===== config.mk =====
export PLATFORM = sky130hd
export DESIGN_NAME = jeo_useq
export DESIGN_NICKNAME = d
export VERILOG_FILES = /design/src/rtl/jeo_pkg.sv /design/src/rtl/jeo_useq.sv
export SDC_FILE = /design/constraint.sdc
export NUM_CORES = 1
export LEC_CHECK = 0
export BUFFER_PORTS_ARGS = -buffer_cell sky130_fd_sc_hd__clkbuf_2
export CAP_MARGIN = 15
export CELL_PAD_IN_SITES_DETAIL_PLACEMENT = 1
export CELL_PAD_IN_SITES_GLOBAL_PLACEMENT = 2
export CORE_MARGIN = 2
export CORE_UTILIZATION = 37
export DETAILED_ROUTE_END_ITERATION = 7
export PLACE_DENSITY = 0.81
export SLEW_MARGIN = 10
export SYNTH_ARGS = -nofsm -noshare
export SYNTH_HDL_FRONTEND = slang
export SYNTH_SLANG_ARGS = --single-unit

===== constraint.sdc =====
create_clock -name clock -period 5.47 [get_ports clock]
set_input_delay 0.8205 -clock clock [delete_from_list [all_inputs] [get_ports clock]]
set_output_delay 0.8205 -clock clock [all_outputs]
set_load 0.02 [all_outputs]

===== src/rtl/jeo_pkg.sv =====
// Shared types, codes and the control store of the Josephus order sequencer.
package jeo_pkg;

   localparam int DATA_W = 11;
   localparam int PC_W   = 4;

   // register indexes on the csr port
   localparam logic CSR_PEOPLE_COUNT = 1'b0;
   localparam logic CSR_STEP_K       = 1'b1;

   typedef logic [PC_W-1:0] pc_type;

   typedef enum logic [2:0] {
      OP_NOP,
      OP_ACCEPT,
      OP_BUILD_INIT,
      OP_BUILD,
      OP_LOAD_K,
      OP_WALK,
      OP_UNLINK,
      OP_EMIT_EMPTY
   } op_type;

   typedef enum logic [2:0] {
      C_NEVER,
      C_ALWAYS,
      C_NOREQ,
      C_NORESTART,
      C_BUILD_MORE,
      C_EMPTY,
      C_WALK_MORE,
      C_OUT_BUSY
   } cond_type;

   typedef struct packed {
      op_type   op;
      cond_type cond;
      pc_type   target;
   } uinstr_type;

   typedef struct packed {
      logic req_valid;
      logic restart;
      logic build_more;
      logic ring_empty;
      logic walk_more;
      logic out_busy;
   } status_type;

   // program labels
   localparam pc_type PC_WAIT   = 4'd0;
   localparam pc_type PC_BUILD  = 4'd3;
   localparam pc_type PC_CHECK  = 4'd4;
   localparam pc_type PC_WALK   = 4'd5;
   localparam pc_type PC_FETCH  = 4'd6;
   localparam pc_type PC_EMPTY  = 4'd8;

   // taken jump goes to target, otherwise pc + 1
   function automatic uinstr_type ucode_rom(input pc_type pc);
      uinstr_type w;
      case (pc)
         4'd0:    w = '{op: OP_ACCEPT,     cond: C_NOREQ,      target: PC_WAIT};
         4'd1:    w = '{op: OP_NOP,        cond: C_NORESTART,  target: PC_CHECK};
         4'd2:    w = '{op: OP_BUILD_INIT, cond: C_NEVER,      target: PC_WAIT};
         4'd3:    w = '{op: OP_BUILD,      cond: C_BUILD_MORE, target: PC_BUILD};
         4'd4:    w = '{op: OP_LOAD_K,     cond: C_EMPTY,      target: PC_EMPTY};
         4'd5:    w = '{op: OP_WALK,       cond: C_WALK_MORE,  target: PC_WALK};
         4'd6:    w = '{op: OP_NOP,        cond: C_OUT_BUSY,   target: PC_FETCH};
         4'd7:    w = '{op: OP_UNLINK,     cond: C_ALWAYS,     target: PC_WAIT};
         4'd8:    w = '{op: OP_NOP,        cond: C_OUT_BUSY,   target: PC_EMPTY};
         4'd9:    w = '{op: OP_EMIT_EMPTY, cond: C_ALWAYS,     target: PC_WAIT};
         default: w = '{op: OP_NOP,        cond: C_ALWAYS,     target: PC_WAIT};
      endcase
      return w;
   endfunction

endpackage


===== src/rtl/jeo_useq.sv =====
// Microcode sequencer: step counter, control store lookup and jump logic.
module jeo_useq (
   input  logic                clock,
   input  logic                reset,
   input  jeo_pkg::status_type status,
   output jeo_pkg::op_type     op
);
   import jeo_pkg::*;

   pc_type     pc_ff;
   pc_type     pc_in;
   uinstr_type uinstr;
   logic       taken;

   always_comb begin
      uinstr = ucode_rom(pc_ff);
      case (uinstr.cond)
         C_NEVER:      taken = 1'b0;
         C_ALWAYS:     taken = 1'b1;
         C_NOREQ:      taken = !status.req_valid;
         C_NORESTART:  taken = !status.restart;
         C_BUILD_MORE: taken = status.build_more;
         C_EMPTY:      taken = status.ring_empty;
         C_WALK_MORE:  taken = status.walk_more;
         C_OUT_BUSY:   taken = status.out_busy;
         default:      taken = 1'b1;
      endcase
      pc_in = taken ? uinstr.target : pc_type'(pc_ff + 1'b1);
      op    = uinstr.op;
   end

   always_ff @(posedge clock) begin
      if (reset) begin
         pc_ff <= PC_WAIT;
      end else begin
         pc_ff <= pc_in;
      end
   end

endmodule


# == Yosys cells after proc, flatten, opt, wreduce, memory -nomap -nowiden ==
# Memories as Yosys holds them, arrays and structs flattened. A register that Yosys moved wholly into a read port is not among the register bits.
# Cells that the tools add are included.
# classes
n_addsub,1
n_eq_ne,7
n_mux,3
reduce_logical,3
# op_table
operator,n
$eq A3 B3 Y1 const B,4
$mux W4,2
$pmux W1 S8,1
$eq A3 B2 Y1 const B,2
$add A4 B1 Y4 const B,1
$eq A3 B1 Y1 const B,1
$logic_not A3 Y1,1
$logic_not A1 Y1,2
# totals
reg_bits,4
mem_bits_ro,160
input_bits,8
output_inout_bits,3
elab_cells,16
mem_count,1
# memory_table
memory,depth,width,rd,rd_ports_with_merged_regs,wr,line_no,text
(no name shown),16,10,1,1,0,jeo_pkg.sv:61,case (pc)

# == Logic depth before layout (Yosys ltp) ==
# logic_depth
depth_word,4
ltp_mapped,10
mapped_depth_nobuf,9

# == Least setup slack after synthesis ==
# Ideal clock, no wire load.
# synth_path
path_kind,input to register
from,in status[3] (netlist name)
to,"reg, netlist name uinstr[5]"
t_arrival_ps,2599
setup_slack_ps,2788
cell_stages,10
path_buffers,1
cell_sequence,or3b_2 > o21ai_0 > a21o_1 > buf_6 > mux2i_1 > nor2_1 > inv_1 > ha_1 > and2_4 > o31ai_4
# synth_via
elab_chain_cells,3
# synth_rtl
item,line_no,text
start: declaration,jeo_useq.sv:5,"input jeo_pkg::status_type status,"
$pmux W1 S8,jeo_useq.sv:17,case (uinstr.cond)
$mux W4,jeo_useq.sv:28,pc_in = taken ? uinstr.target : pc_type'(pc_ff + 1'b1);
$mux W4 (no line),--,
# No other way between the ends.
# A chain may end at the register's enable or synchronous reset.

# == Worst setup path in the final report ==
# layout_path
from,in status[3] (netlist name)
to,"reg, netlist name uinstr[5]"
# layout_via
elab_chain_cells,3
# layout_rtl
item,line_no
$pmux W1 S8,jeo_useq.sv:17
$mux W4,jeo_useq.sv:28
$mux W4 (no line),--
# No other way between the ends.

==> flow_metrics.env <==
export IMPL_maxCapViolations=0
export IMPL_synthTopCellsByCount="dfxtp_1 (14), nor2_1 (8), ha_1 (7), nand2_1 (7), mux2i_1 (6)"
export IMPL_hold_path_startpoint="uinstr[0]$_SDFF_PP0_"
export IMPL_r2r_end="uinstr[5]$_DFF_P_"
export IMPL_cts_tree="built"
export IMPL_async_reset_ff_share_pct=0
export IMPL_drc_errors=0
export IMPL_nets=117
export IMPL_min_path_cells=2
export IMPL_synth_top_area_cell="dfxtp_1"
export IMPL_drt_initial_drc_count=4
export IMPL_synth_fp_nets=107
export IMPL_wl_per_cell_um=14.0
export IMPL_r2r_slack_ns=2.92
export IMPL_synth_flop_cell="dfxtp_1"
export IMPL_startpoint_type="primary input"
export IMPL_fin_util_pct=42.9
export IMPL_ant_nets=0
export IMPL_initial_core_util_pct=39.1
export IMPL_synth_area_leaders="dfxtp_1 (33%), ha_1 (10%), mux2i_1 (7.0%)"
export IMPL_timing_hold_ws_ns=0.521
export IMPL_area_delta_synth_final_pct=9.78
export IMPL_dieArea_um2=2720
export IMPL_power_total_w=0.000489
export IMPL_critPathCaptureType="flip-flop"
export IMPL_min_to="pc_ff[0]$_SDFF_PP0_"
export IMPL_fmax_mhz=360
export IMPL_first_pass_iters=4
export IMPL_synth_top_area_share_pct=32.7
export IMPL_critPathBufInv=2
export IMPL_hpwlAfterDp_mm=1.42
export IMPL_cts_sinks=14
export IMPL_cts_setup_buffers=0
export IMPL_final_area_um2=941
export IMPL_clkLatencyLatePin_ns=0.28
export IMPL_placed_area_um2=905
export IMPL_timing_hold_worst_class="flip-flop to flip-flop"
export IMPL_path_cells="clkbuf_2 > or3b_2 > o21ai_0 > a21o_1 > mux2i_1 > nor2_1 > inv_1 > ha_1 > and2_4 > o31ai_4"
export IMPL_yosys_mux_area_fraction_pct=9.64
export IMPL_slew_headroom_pct=68.5
export IMPL_synth_adder_area_share_pct=10.2
export IMPL_rsz0062_at_grt="no"
export IMPL_gp_congestion=0.805
export IMPL_wl_mm=1.81
export IMPL_tns_ns=0
export IMPL_worst_path_max_delay_cell="or3b_2"
export IMPL_grt_pass1_vias=671
export IMPL_synth_xor_area_share_pct=5.11
export IMPL_dieHeight_um=52.1
export IMPL_timing_final_crit_period_ns=2.78
export IMPL_layout_drive_gt1_share_pct=21.8
export IMPL_antenna_found_initial=0
export IMPL_diodes=0
export IMPL_post_cts_resized=0
export IMPL_setup_violations=0
export IMPL_slowest_delay_ns=0.42
export IMPL_skew_ns=0.000690
export IMPL_via_count=664
export IMPL_syn_inst=92
export IMPL_clock_root_buffer="clkbuf_4"
export IMPL_critical_path_max_fanout=6
export IMPL_grt_use_total_pct=16.5
export IMPL_grt_pass1_wl_mm=3.13
export IMPL_syn_cell_area_um2=857
export IMPL_crit_family="simple AND/OR/NAND/NOR gates"
export IMPL_cp_arrival_ns=2.98
export IMPL_synth_most_common_cell="dfxtp_1"
export IMPL_ys_warn_count=0
export IMPL_tightestPinTransition_ns=0.471
export IMPL_p_per_area_nw_per_um2=520
export IMPL_n_fill_cell=261
export IMPL_grt_max_degree=14
export IMPL_status="finished clean"
export IMPL_path_class="primary input to flip-flop"
export IMPL_synthDistinctLibCells=36
export IMPL_vias_per_cell=5.15
export IMPL_synth_compound_area_share_pct=14.5
export IMPL_ir_drop_mv=0.182
export IMPL_hold_viol=0
export IMPL_cts_buffer_depth=2
export IMPL_overflow=0
export IMPL_io_buffers=10
export IMPL_hold_buffers=0
export IMPL_crit_required_ns=5.67
export IMPL_ys_seq_elements=14
export IMPL_cts_buffers_inserted=3
export IMPL_period_share_pct=50.8
export IMPL_clk_pin_slew_worst_paths_ns=0.08
export IMPL_r2r_start="uinstr[4]$_SDFF_PP1_"
export IMPL_avgSynthCellArea_um2=9.32
export IMPL_synth_edff_count=0
export IMPL_h_tree_depth=1
export IMPL_r2r_worst_path_cells=9
export IMPL_core_area_um2=2190
export IMPL_slew_viol_final=0
export IMPL_die_w_um=52.1
export IMPL_synth_top_family_by_area="simple AND/OR/NAND/NOR gates"
export IMPL_rows=17
export IMPL_yosys_area_share_simple_pct=21.0
export IMPL_p_leak_nw=0.410
export IMPL_ys_seq_area_share_pct=32.7
export IMPL_num_io_pins=11
-- stage by stage --
stage	std cells	setup slack, ns
after CTS	129	2.68
after global placement	125	2.45
after global routing	129	2.53
after floorplan	92	2.79
after detailed placement	125	2.40
final	129	2.69
-- per-layer routing --
| layer | vias to the layer above | part of all wire (%) | track usage, % |
|---|---|---|---|
| met1 | 311 | 46 | 19.2 |
| li1 | 337 | - | - |
| met5 | - | 0 | 0 |
| met4 | 0 | 3.7 | 12.8 |
| met2 | 11 | 48 | 27.4 |
| met3 | 5 | 2.3 | 1.72 |
-- worst max-delay path by stage --
stage          cells after the start      start                end  slack, ns
3_3_place_gp                      10  status[3]  uinstr[5]$_DFF_P_       2.45
5_1_grt                           10  status[3]  uinstr[5]$_DFF_P_       2.53
4_1_cts                           10  status[3]  uinstr[5]$_DFF_P_       2.68
2_1_floorplan                     10  status[3]  uinstr[5]$_DFF_P_       2.79
6_report                          10  status[3]  uinstr[5]$_DFF_P_       2.69
3_5_place_dp                      10  status[3]  uinstr[5]$_DFF_P_       2.40
-- area by class of cell --
class / instances / area, um^2 / share of cell area (%)
sequential: 14 / 280 / 29.8
inverter: 5 / 21.3 / 2.26
tap: 28 / 35.0 / 3.72
clock buffer: 4 / 36.3 / 3.86
timing repair buffer: 10 / 50.0 / 5.32
multi-input combinational: 68 / 518 / 55.1
-- cells in the final DEF, fill, tap and decap left out, types with 2 or more instances in the layout --
| cell | Yosys | layout |
|---|---|---|
| inv_1 | 4 | 4 |
| nor2_1 | 8 | 8 |
| nand2_1 | 7 | 7 |
| nand2b_1 | 3 | 3 |
| dfxtp_1 | 14 | 14 |
| nor3b_1 | 2 | 2 |
| nand3b_1 | 3 | 3 |
| xnor2_1 | 4 | 4 |
| ha_1 | 7 | 7 |
| clkbuf_4 | 0 | 3 |
| clkbuf_2 | 0 | 10 |
| o21ai_0 | 3 | 3 |
| mux2i_1 | 6 | 6 |
| a21oi_1 | 5 | 5 |
-- cell families after synthesis --
kind of cell / after synthesis
buffers and inverters: 10
DFF: 14
xor gates and xnor gates: 5
AOI/OAI and AO/OA: 17
and+or+nand+nor: 32
muxes: 7
adders and majority gates: 7
-- flip-flops by register name (all words and copies together) (netlist names) --
name and count:
pc_ff 4, uinstr 10
-- worst register-to-register path, cell delays in order (launching register included) --
cell	delay, ns
dfxtp_1	0.36
or3b_2	0.44
o21ai_0	0.15
a21o_1	0.35
mux2i_1	0.15
nor2_1	0.25
inv_1	0.13
ha_1	0.31
and2_4	0.16
o31ai_4	0.17
-- where the power goes --
group	switching, W	internal, W
sequential	0.0000296	0.000139
combinational	0.000140	0.000106
clock	0.0000333	0.0000405
total	0.000203	0.000286
(Power assumes the default switching activity.)
